File: src/design/spe_pkg.sv
// ----------------------------------------------------------------------------
// spe_pkg: shared types and constants of the superpacket prefix encoder
// Widths of the symbol and result fields, codeword constants, and the
// column job and result item types passed between front, queue and back.
// ----------------------------------------------------------------------------
package spe_pkg;

  localparam int BEAM_ROWS  = 4;
  localparam int ROW_W      = $clog2(BEAM_ROWS);
  localparam int CNT_W      = $clog2(BEAM_ROWS);
  localparam int STEP_W     = $clog2(2 * BEAM_ROWS - 1);

  localparam int SYM_W      = 8;
  localparam int CODE_W     = 12;
  localparam int LEN_W      = 4;
  localparam int KIND_W     = 2;
  localparam int STRIPE_W   = 16;
  localparam int TOTBITS_W  = 40;
  localparam int TOTCNT_W   = 32;
  localparam int LIT_VAL_W  = 10;

  localparam int JOBQ_DEPTH = 2;
  localparam int JOBQ_AW    = $clog2(JOBQ_DEPTH);
  localparam int OUTQ_DEPTH = 2;
  localparam int OUTQ_AW    = $clog2(OUTQ_DEPTH);

  localparam int APB_AW     = 2;
  localparam int APB_DW     = 32;

  localparam logic [APB_AW-1:0] REG_STRIPE_SUPERPACKETS = '0;
  localparam logic [STRIPE_W-1:0] STRIPE_RESET = 16'd1;

  localparam logic [KIND_W-1:0] KIND_ZERO      = 2'd0;
  localparam logic [KIND_W-1:0] KIND_LIT       = 2'd1;
  localparam logic [KIND_W-1:0] KIND_EMPTY_COL = 2'd2;
  localparam logic [KIND_W-1:0] KIND_EMPTY_PKT = 2'd3;

  localparam logic [LEN_W-1:0] LEN_ZERO  = 4'd1;
  localparam logic [LEN_W-1:0] LEN_LIT   = 4'd12;
  localparam logic [LEN_W-1:0] LEN_EMPTY = 4'd3;

  localparam logic [CODE_W-1:0] CODE_ZERO      = 12'h001;
  localparam logic [CODE_W-1:0] CODE_EMPTY_COL = 12'h000;
  localparam logic [CODE_W-1:0] CODE_EMPTY_PKT = 12'h004;
  localparam logic [1:0]        LIT_PREFIX     = 2'b10;

  typedef logic [SYM_W-1:0] sym_t;

  typedef struct packed {
    sym_t [BEAM_ROWS-1:0] syms;
    logic [CNT_W-1:0]     n_empty;
    logic                 has_syms;
    logic                 pkt_empty;
    logic                 eop;
    logic                 eos;
  } job_t;

  typedef struct packed {
    logic [CODE_W-1:0]    code_bits;
    logic [LEN_W-1:0]     code_length;
    logic [KIND_W-1:0]    code_kind;
    logic                 end_of_packet;
    logic                 end_of_stripe;
    logic [TOTBITS_W-1:0] total_bits;
    logic [TOTCNT_W-1:0]  empty_columns;
    logic [TOTCNT_W-1:0]  empty_packets;
  } res_t;

  // Literal: prefix "01" then 4*value over 10 bits, LSB first
  function automatic logic [CODE_W-1:0] lit_code(input sym_t v);
    logic [LIT_VAL_W-1:0] val;
    val = LIT_VAL_W'({v, 2'b00});
    return {val, LIT_PREFIX};
  endfunction

endpackage

File: src/design/spe_front.sv
// ----------------------------------------------------------------------------
// spe_front: column buffer and classifier
// Collects the symbols of one column, classifies the column at its last
// row, tracks pending empty columns and superpacket position, and hands
// a column job to the job queue.
// ----------------------------------------------------------------------------
module spe_front (
  input  logic                    clk,
  input  logic                    rst_n,
  input  logic                    push,
  output logic                    full,
  input  spe_pkg::sym_t           symbol,
  input  logic [spe_pkg::STRIPE_W-1:0] stripe,
  input  logic                    q_full,
  output logic                    job_push,
  output spe_pkg::job_t           job
);
  import spe_pkg::*;

  sym_t [BEAM_ROWS-1:0] col_r;
  logic [ROW_W-1:0]     row_r, row_nxt;
  logic [CNT_W-1:0]     col_pos_r, col_pos_nxt;
  logic [CNT_W-1:0]     pend_r, pend_nxt;
  logic [STRIPE_W-1:0]  pkt_r, pkt_nxt;

  logic                 last_row, acc, col_end, all_zero, last_col, eos;
  sym_t [BEAM_ROWS-1:0] col;
  logic [STRIPE_W:0]    pkt_inc;

  always_comb begin
    last_row = (row_r == ROW_W'(BEAM_ROWS - 1));
    full     = last_row && q_full;
    acc      = push && !full;
    col_end  = acc && last_row;

    col                = col_r;
    col[BEAM_ROWS-1]   = symbol;
    all_zero           = ~|col;
    last_col           = (col_pos_r >= CNT_W'(BEAM_ROWS - 2));
    pkt_inc            = {1'b0, pkt_r} + (STRIPE_W+1)'(1);
    eos                = (pkt_inc >= {1'b0, stripe});

    row_nxt     = row_r;
    col_pos_nxt = col_pos_r;
    pend_nxt    = pend_r;
    pkt_nxt     = pkt_r;

    job.syms      = col;
    job.n_empty   = pend_r;
    job.has_syms  = !all_zero;
    job.pkt_empty = 1'b0;
    job.eop       = last_col;
    job.eos       = last_col && eos;
    job_push      = 1'b0;

    if (acc) begin
      row_nxt = last_row ? '0 : row_r + ROW_W'(1);
    end

    if (col_end) begin
      if (!all_zero) begin
        job_push = 1'b1;
        pend_nxt = '0;
      end else if (!last_col) begin
        // hold the empty column until its coding is known
        pend_nxt = pend_r + CNT_W'(1);
      end else begin
        job_push = 1'b1;
        pend_nxt = '0;
        if (pend_r >= CNT_W'(BEAM_ROWS - 2)) begin
          job.pkt_empty = 1'b1;
          job.n_empty   = '0;
        end else begin
          job.n_empty = pend_r + CNT_W'(1);
        end
      end

      if (last_col) begin
        col_pos_nxt = '0;
        pkt_nxt     = eos ? '0 : pkt_inc[STRIPE_W-1:0];
      end else begin
        col_pos_nxt = col_pos_r + CNT_W'(1);
      end
    end
  end

  always_ff @(posedge clk) begin
    if (acc) begin
      col_r[row_r] <= symbol;
    end
  end

  always_ff @(posedge clk) begin
    if (!rst_n) begin
      row_r     <= '0;
      col_pos_r <= '0;
      pend_r    <= '0;
      pkt_r     <= '0;
    end else begin
      row_r     <= row_nxt;
      col_pos_r <= col_pos_nxt;
      pend_r    <= pend_nxt;
      pkt_r     <= pkt_nxt;
    end
  end

endmodule

File: src/design/spe_job_q.sv
// ----------------------------------------------------------------------------
// spe_job_q: column job queue
// Short queue of column jobs between the classifier and the code sequencer.
// ----------------------------------------------------------------------------
module spe_job_q (
  input  logic          clk,
  input  logic          rst_n,
  input  logic          wr_en,
  input  spe_pkg::job_t wr_job,
  input  logic          rd_en,
  output logic          q_full,
  output logic          q_empty,
  output spe_pkg::job_t rd_job
);
  import spe_pkg::*;

  localparam int CW = $clog2(JOBQ_DEPTH + 1);

  job_t               mem_r [JOBQ_DEPTH];
  logic [JOBQ_AW-1:0] wptr_r, wptr_nxt, rptr_r, rptr_nxt;
  logic [CW-1:0]      cnt_r, cnt_nxt;
  logic               do_wr, do_rd;

  always_comb begin
    q_full   = (cnt_r == CW'(JOBQ_DEPTH));
    q_empty  = (cnt_r == '0);
    do_wr    = wr_en && !q_full;
    do_rd    = rd_en && !q_empty;
    rd_job   = mem_r[rptr_r];
    wptr_nxt = do_wr ? wptr_r + JOBQ_AW'(1) : wptr_r;
    rptr_nxt = do_rd ? rptr_r + JOBQ_AW'(1) : rptr_r;
    cnt_nxt  = cnt_r + CW'(do_wr) - CW'(do_rd);
  end

  always_ff @(posedge clk) begin
    if (do_wr) begin
      mem_r[wptr_r] <= wr_job;
    end
  end

  always_ff @(posedge clk) begin
    if (!rst_n) begin
      wptr_r <= '0;
      rptr_r <= '0;
      cnt_r  <= '0;
    end else begin
      wptr_r <= wptr_nxt;
      rptr_r <= rptr_nxt;
      cnt_r  <= cnt_nxt;
    end
  end

endmodule

File: src/design/spe_back.sv
// ----------------------------------------------------------------------------
// spe_back: codeword sequencer
// Walks one column job a codeword per cycle while the two-entry result queue
// toward the output has room: pending empty-column codes, then any symbol
// codes, or a single empty-superpacket code. Keeps the saturating totals.
// ----------------------------------------------------------------------------
module spe_back (
  input  logic          clk,
  input  logic          rst_n,
  input  logic          job_empty,
  input  spe_pkg::job_t job_head,
  output logic          job_pop,
  input  logic          pop,
  output logic          empty,
  output spe_pkg::res_t head
);
  import spe_pkg::*;

  localparam int OCW = $clog2(OUTQ_DEPTH + 1);

  job_t                 job_r, job_nxt;
  logic                 busy_r, busy_nxt;
  logic [STEP_W-1:0]    step_r, step_nxt, tot_r, tot_nxt;
  logic [TOTBITS_W-1:0] bits_tot_r, bits_tot_nxt;
  logic [TOTCNT_W-1:0]  col_tot_r, col_tot_nxt, pkt_tot_r, pkt_tot_nxt;

  res_t                 oq_r [OUTQ_DEPTH];
  logic [OUTQ_AW-1:0]   owp_r, owp_nxt, orp_r, orp_nxt;
  logic [OCW-1:0]       ocnt_r, ocnt_nxt;

  logic                 space, produce, is_last, do_pop;
  logic [STEP_W-1:0]    lane_off, n_steps;
  sym_t                 sym;
  logic [TOTBITS_W:0]   bits_sum;
  res_t                 res;

  always_comb begin
    space    = (ocnt_r != OCW'(OUTQ_DEPTH));
    produce  = busy_r && space;
    is_last  = (step_r == tot_r);
    lane_off = step_r - STEP_W'(job_r.n_empty);
    sym      = job_r.syms[lane_off[ROW_W-1:0]];

    res = '0;
    if (job_r.pkt_empty) begin
      res.code_bits   = CODE_EMPTY_PKT;
      res.code_length = LEN_EMPTY;
      res.code_kind   = KIND_EMPTY_PKT;
    end else if (step_r < STEP_W'(job_r.n_empty)) begin
      res.code_bits   = CODE_EMPTY_COL;
      res.code_length = LEN_EMPTY;
      res.code_kind   = KIND_EMPTY_COL;
    end else if (sym == '0) begin
      res.code_bits   = CODE_ZERO;
      res.code_length = LEN_ZERO;
      res.code_kind   = KIND_ZERO;
    end else begin
      res.code_bits   = lit_code(sym);
      res.code_length = LEN_LIT;
      res.code_kind   = KIND_LIT;
    end
    res.end_of_packet = is_last && job_r.eop;
    res.end_of_stripe = is_last && job_r.eos;

    bits_sum     = {1'b0, bits_tot_r} + (TOTBITS_W+1)'(res.code_length);
    bits_tot_nxt = bits_sum[TOTBITS_W] ? '1 : bits_sum[TOTBITS_W-1:0];
    col_tot_nxt  = col_tot_r;
    pkt_tot_nxt  = pkt_tot_r;
    if (res.code_kind == KIND_EMPTY_COL && col_tot_r != '1) begin
      col_tot_nxt = col_tot_r + TOTCNT_W'(1);
    end
    if (res.code_kind == KIND_EMPTY_PKT && pkt_tot_r != '1) begin
      pkt_tot_nxt = pkt_tot_r + TOTCNT_W'(1);
    end
    res.total_bits    = bits_tot_nxt;
    res.empty_columns = col_tot_nxt;
    res.empty_packets = pkt_tot_nxt;

    // load the next job when idle or on the last codeword of this one
    job_pop  = !job_empty && (!busy_r || (produce && is_last));
    n_steps  = job_head.pkt_empty ? STEP_W'(1)
             : STEP_W'(job_head.n_empty) + (job_head.has_syms ? STEP_W'(BEAM_ROWS) : '0);

    job_nxt  = job_r;
    busy_nxt = busy_r;
    step_nxt = step_r;
    tot_nxt  = tot_r;
    if (job_pop) begin
      job_nxt  = job_head;
      busy_nxt = 1'b1;
      step_nxt = '0;
      tot_nxt  = n_steps - STEP_W'(1);
    end else if (produce && is_last) begin
      busy_nxt = 1'b0;
    end else if (produce) begin
      step_nxt = step_r + STEP_W'(1);
    end

    empty    = (ocnt_r == '0);
    head     = oq_r[orp_r];
    do_pop   = pop && !empty;
    owp_nxt  = produce ? owp_r + OUTQ_AW'(1) : owp_r;
    orp_nxt  = do_pop ? orp_r + OUTQ_AW'(1) : orp_r;
    ocnt_nxt = ocnt_r + OCW'(produce) - OCW'(do_pop);
  end

  always_ff @(posedge clk) begin
    job_r <= job_nxt;
    if (produce) begin
      oq_r[owp_r] <= res;
    end
  end

  always_ff @(posedge clk) begin
    if (!rst_n) begin
      busy_r     <= 1'b0;
      step_r     <= '0;
      tot_r      <= '0;
      bits_tot_r <= '0;
      col_tot_r  <= '0;
      pkt_tot_r  <= '0;
      owp_r      <= '0;
      orp_r      <= '0;
      ocnt_r     <= '0;
    end else begin
      busy_r <= busy_nxt;
      step_r <= step_nxt;
      tot_r  <= tot_nxt;
      if (produce) begin
        bits_tot_r <= bits_tot_nxt;
        col_tot_r  <= col_tot_nxt;
        pkt_tot_r  <= pkt_tot_nxt;
      end
      owp_r  <= owp_nxt;
      orp_r  <= orp_nxt;
      ocnt_r <= ocnt_nxt;
    end
  end

endmodule

File: src/design/superpacket_prefix_encoder_top.sv
// ----------------------------------------------------------------------------
// superpacket_prefix_encoder_top: superpacket prefix encoder
// Codes beam symbols column by column into prefix codewords with running
// bit, empty-column and empty-superpacket totals and packet/stripe marks.
//
//   channel   handshake              payload
//   input     push / full            in_symbol
//   result    empty / pop            out_code_bits .. out_empty_packets
//   config    psel/penable/pwrite    paddr, pwdata, prdata (pready tied high)
//
// One symbol is taken per cycle unless full is high; full rises only on a
// column's last row while both column jobs in the queue are still waiting.
// A column job yields one codeword per cycle while the result queue has room
// (up to 2*BEAM_ROWS-2 of them), set by the single codeword sequencer;
// a queued job follows the last one directly; an idle sequencer loads it first.
// The two-entry result queue lets the sequencer run while pop is low.
// rst_n is synchronous; all counters and totals clear, stripe length to 1.
// ----------------------------------------------------------------------------
module superpacket_prefix_encoder_top (
  input  logic                            clk,
  input  logic                            rst_n,
  input  logic                            push,
  output logic                            full,
  input  logic [spe_pkg::SYM_W-1:0]       in_symbol,
  output logic                            empty,
  input  logic                            pop,
  output logic [spe_pkg::CODE_W-1:0]      out_code_bits,
  output logic [spe_pkg::LEN_W-1:0]       out_code_length,
  output logic [spe_pkg::KIND_W-1:0]      out_code_kind,
  output logic                            out_end_of_packet,
  output logic                            out_end_of_stripe,
  output logic [spe_pkg::TOTBITS_W-1:0]   out_total_bits,
  output logic [spe_pkg::TOTCNT_W-1:0]    out_empty_columns,
  output logic [spe_pkg::TOTCNT_W-1:0]    out_empty_packets,
  input  logic                            psel,
  input  logic                            penable,
  input  logic                            pwrite,
  input  logic [spe_pkg::APB_AW-1:0]      paddr,
  input  logic [spe_pkg::APB_DW-1:0]      pwdata,
  output logic [spe_pkg::APB_DW-1:0]      prdata,
  output logic                            pready
);
  import spe_pkg::*;

  logic [STRIPE_W-1:0] stripe_r, stripe_nxt;
  logic                cfg_wr;
  logic                q_full, q_empty, job_push, job_pop;
  job_t                job_in, job_head;
  res_t                head;

  always_comb begin
    pready     = 1'b1;
    cfg_wr     = psel && penable && pwrite && pready;
    stripe_nxt = stripe_r;
    if (cfg_wr && paddr == REG_STRIPE_SUPERPACKETS) begin
      stripe_nxt = pwdata[STRIPE_W-1:0];
    end
    prdata = '0;
    if (paddr == REG_STRIPE_SUPERPACKETS) begin
      prdata = APB_DW'(stripe_r);
    end
  end

  always_ff @(posedge clk) begin
    if (!rst_n) begin
      stripe_r <= STRIPE_RESET;
    end else begin
      stripe_r <= stripe_nxt;
    end
  end

  spe_front u_front (
    .clk      (clk),
    .rst_n    (rst_n),
    .push     (push),
    .full     (full),
    .symbol   (in_symbol),
    .stripe   (stripe_r),
    .q_full   (q_full),
    .job_push (job_push),
    .job      (job_in)
  );

  spe_job_q u_job_q (
    .clk     (clk),
    .rst_n   (rst_n),
    .wr_en   (job_push),
    .wr_job  (job_in),
    .rd_en   (job_pop),
    .q_full  (q_full),
    .q_empty (q_empty),
    .rd_job  (job_head)
  );

  spe_back u_back (
    .clk       (clk),
    .rst_n     (rst_n),
    .job_empty (q_empty),
    .job_head  (job_head),
    .job_pop   (job_pop),
    .pop       (pop),
    .empty     (empty),
    .head      (head)
  );

  assign out_code_bits     = head.code_bits;
  assign out_code_length   = head.code_length;
  assign out_code_kind     = head.code_kind;
  assign out_end_of_packet = head.end_of_packet;
  assign out_end_of_stripe = head.end_of_stripe;
  assign out_total_bits    = head.total_bits;
  assign out_empty_columns = head.empty_columns;
  assign out_empty_packets = head.empty_packets;

endmodule

File: config.mk
export PLATFORM = sky130hd
export DESIGN_NAME = superpacket_prefix_encoder_top
export DESIGN_NICKNAME = d
export VERILOG_FILES = /design/src/design/spe_pkg.sv /design/src/design/spe_front.sv /design/src/design/spe_job_q.sv /design/src/design/spe_back.sv /design/src/design/superpacket_prefix_encoder_top.sv
export SDC_FILE = /design/constraint.sdc
export NUM_CORES = 1
export LEC_CHECK = 0
export BUFFER_PORTS_ARGS = -buffer_cell sky130_fd_sc_hd__buf_2
export CORE_MARGIN = 2
export CORE_UTILIZATION = 55
export CTS_CLUSTER_SIZE = 8
export DETAILED_ROUTE_END_ITERATION = 12
export PLACE_DENSITY = 0.74
export SETUP_SLACK_MARGIN = 0.02
export SYNTH_ARGS = -nofsm -noshare
export SYNTH_HDL_FRONTEND = slang
export SYNTH_HIERARCHICAL = 1
export SYNTH_SLANG_ARGS = --single-unit
File: constraint.sdc
create_clock -name clk -period 9.5 [get_ports clk]
set_input_delay 1.9 -clock clk [delete_from_list [all_inputs] [get_ports clk]]
set_output_delay 1.9 -clock clk [all_outputs]
set_load 0.05 [all_outputs]
==> summary.txt <==
Detailed routing
  • Wl on met1: 21.5 mm
  • Via density: 5.74
  • 1st-iter DRT viols: 1120
  • DR top layer: met4
  • Final ANT Viol Nets: 0
  • Drt pass-1 iters: 5
  • Routed WL: 50.2 mm
  • Routed WL per cell: 17.9 um
  • Vias: 16054
  • # DRC: 0
  • Met2 routed WL: 24.7 mm
  • Routed length on met3: 2.79 mm

Synthesis
  • Post-synth EDFFs: 377
  • Synth Flop Type: edfxtp_1
  • Netlist cell types: 83
  • YS warnings: 6
  • Most instantiated cells after synthesis: edfxtp_1 (377), nand2_1 (161), dfxtp_1 (159), mux2_2 (144), a21oi_1 (96)
  • Post-synthesis sequential area ratio: 0.590
  • FF+latch count, synth: 536
  • Share of the synthesized area in the top cell type: 0.461
  • Avg Synthesized Cell Area: 12.3 um2
  • Post-Synthesis Cells: 2004
  • Most common cell in the netlist: edfxtp_1
  • Synth Cell Area: 0.0246 mm2
  • Main area contributors after synthesis: edfxtp_1 (46%), dfxtp_1 (13%), mux2_2 (6.6%)
  • Async set-or-reset flop fraction in the synthesized netlist: 0
  • Synth area leader: edfxtp_1

Power
  • Gate power share: 0.156
  • Sw Ratio: 0.284
  • Peak VDD IR: 0.184 mV
  • Net load switching power: 1700 uW
  • Static leakage: 0.00977 uW
  • Clk pwr share: 0.418
  • Int Pwr: 4300 uW
  • Seq pwr share: 0.425
  • Pwr Density: 215 mW/mm2

Floorplanning
  • Rows: 77
  • Die Span Y: 215 um
  • Io pins: 208
  • Die ar.: 0.0464 mm2
  • Core ar.: 0.0441 mm2
  • Die W: 215 um
  • Initial core utilization: 0.557

STA
  • RSZ-0062 raised after global routing: no
  • TNS Setup: 0 ps
  • Worst slew margin: 0.143
  • Final period util: 0.583
  • Fin. max-slew vios: 0
  • Final setup fails: 0
  • Final hold violations: 0
  • Max Freq: 181 MHz
  • Worst Clk Skew: 19.8 ps
  • Slew of the pin with the lowest slew margin: 1280 ps
  • Fin crit period: 5540 ps
  • Setup WS post-layout: 3960 ps

GRT
  • Largest net degree at the start of global routing: 80
  • First-pass GRT wire length: 81.2 mm
  • Grt ovf: 0
  • Vias in the first global route: 15929
  • All-Layer GR Usage: 0.216
  • Initial antenna violation count: 0

Layout
  • Fill cells: 3378
  • Design area: 0.0279 mm2
  • Area grow syn2layout: 13.5%
  • Antenna diodes: 0
  • Layout cells sized above 1: 0.215
  • Final net count: 2233

Critical path
  • Data arrival, critical path: 5880 ps
  • Worst setup SP type: flip-flop
  • Worst setup EP type: flip-flop
  • WS Path Type: reg2reg
  • Worst-path fanout max: 11
  • Required time worst endpoint: 9850 ps

Placement
  • Hpwl dp: 32.1 mm
  • Setup slack after placement: 4010 ps
  • Placed inst area: 0.0256 mm2
  • Port-buffer cells: 173
  • GP Congestion: 0.868

CTS
  • Postcts setup bufs: 0
  • Num CTS Buffers: 76
  • Post-CTS Hold Buffers: 0
  • H-tree depth: 3
  • Max Root-Sink Buffers: 3
  • Post-cts sizing count: 0
  • CTS tree: done
  • Worst-Skew Late Latency: 610 ps
  • Root Driver: clkbuf_16
  • CTS sink cnt: 536
  • Clock transition at the registers of the reported paths: 50 ps

Min path
  • Hold WC Path Type: reg2reg

Run status
  • Status: complete, no violations

Job
  • Max-cap viol count: 0
## through the flow
stage	hold WS [ps]	instances	utilization	power (uW)
6_report	469	2798	0.632	6000
5_1_grt	493	2798	0.632	6200
4_1_cts	469	2798	0.632	6070
3_5_place_dp	461	2659	0.581	3540
3_3_place_gp	450	2659	0.581	3540
2_1_floorplan	442	2019	-	3350
## power by group through the flow
stage               logic (uW)  registers [uW]  clock network [uW]
floorplan                  797            2560                   0
global placement           944            2600                   0
detailed placement         945            2600                   0
CTS                        949            2550                2570
global route               981            2560                2670
finish                     938            2550                2510
## state kept, by name, indices dropped and copies added, names as in the netlist, 2 cells and up, named ones only
name / count
u_back/job_r: 37
u_back/tot_r: 3
u_back/step_r: 3
u_front/job: 24
u_back/oq_r: 240
u_front/row_r: 2
u_front/pend_r: 2
u_job_q/cnt_r: 2
stripe_r: 16
u_back/ocnt_r: 2
u_job_q/mem_r: 76
u_front/pkt_r: 16
u_back/col_tot_r: 32
u_back/pkt_tot_r: 32
u_front/col_pos_r: 2
u_back/bits_tot_r: 40
## worst max-delay path, cell delays in order, from the launching register on
cell and delay, ps:
dfxtp_1 410, ha_1 300, xnor2_1 720, mux4_2 430, or4_1 670, and2_1 280, ha_1 390, nand3_1 130
o22a_1 350, nor3_1 1070, nand2_1 150, mux2_1 370
## routing by layer
| layer | vias up | track usage |
|---|---|---|
| li1 | 7736 | - |
| met1 | 7788 | 0.277 |
| met2 | 444 | 0.363 |
| met3 | 86 | 0.0403 |
| met4 | 0 | 0.0880 |
| met5 | - | 0 |
## logic make-up (layout without fill, tap and decap cells)
kind of cell	after synthesis	count (layout)	synth area share
AO/OA/AOI/OAI	268	268	0.0705
adder cells (fa/ha/maj)	39	39	0.0202
XOR/XNOR	116	116	0.0414
other	3	18	0.000458
AND/OR/NAND/NOR	651	651	0.144
multiplexers	200	200	0.0955
flip-flops	536	536	0.590
buffers and inverters	191	378	0.0382
## placed cells by master, fill, tap and decap left out, drive strengths merged, types with 69 or more instances in the layout
| cell type | netlist | layout |
|---|---|---|
| edfxtp | 377 | 377 |
| buf | 64 | 189 |
| mux2 | 165 | 165 |
| nand2 | 161 | 161 |
| dfxtp | 159 | 159 |
| clkbuf | 77 | 133 |
| a21oi | 96 | 96 |
| nor2 | 96 | 96 |
| xnor2 | 69 | 69 |
## path summary, 6_finish.rpt
check                                      from                      endpoint  slack, ps  cells past startpoint
hold reg to reg       stripe_r[10]$_SDFFE_PN0P_     stripe_r[10]$_SDFFE_PN0P_        470                      2
hold / removal        stripe_r[10]$_SDFFE_PN0P_     stripe_r[10]$_SDFFE_PN0P_        470                      2
setup reg to reg  u_back/step_r[1]$_SDFFE_PP0P_  u_back/oq_r[1][91]$_DFFE_PP_       3960                     11
setup / recovery  u_back/step_r[1]$_SDFFE_PP0P_  u_back/oq_r[1][91]$_DFFE_PP_       3960                     11
## area by class of cell
type / instances / area (um2) / area share
clock buffers: 133 / 2140 / 0.0767
clock inverters: 6 / 108 / 0.00386
inverters: 50 / 188 / 0.00673
multi-input cells: 1292 / 9210 / 0.330
flip-flops and latches: 536 / 14500 / 0.520
well taps: 592 / 741 / 0.0266
repair buffers: 189 / 986 / 0.0354
(Power assumes the default switching activity.)
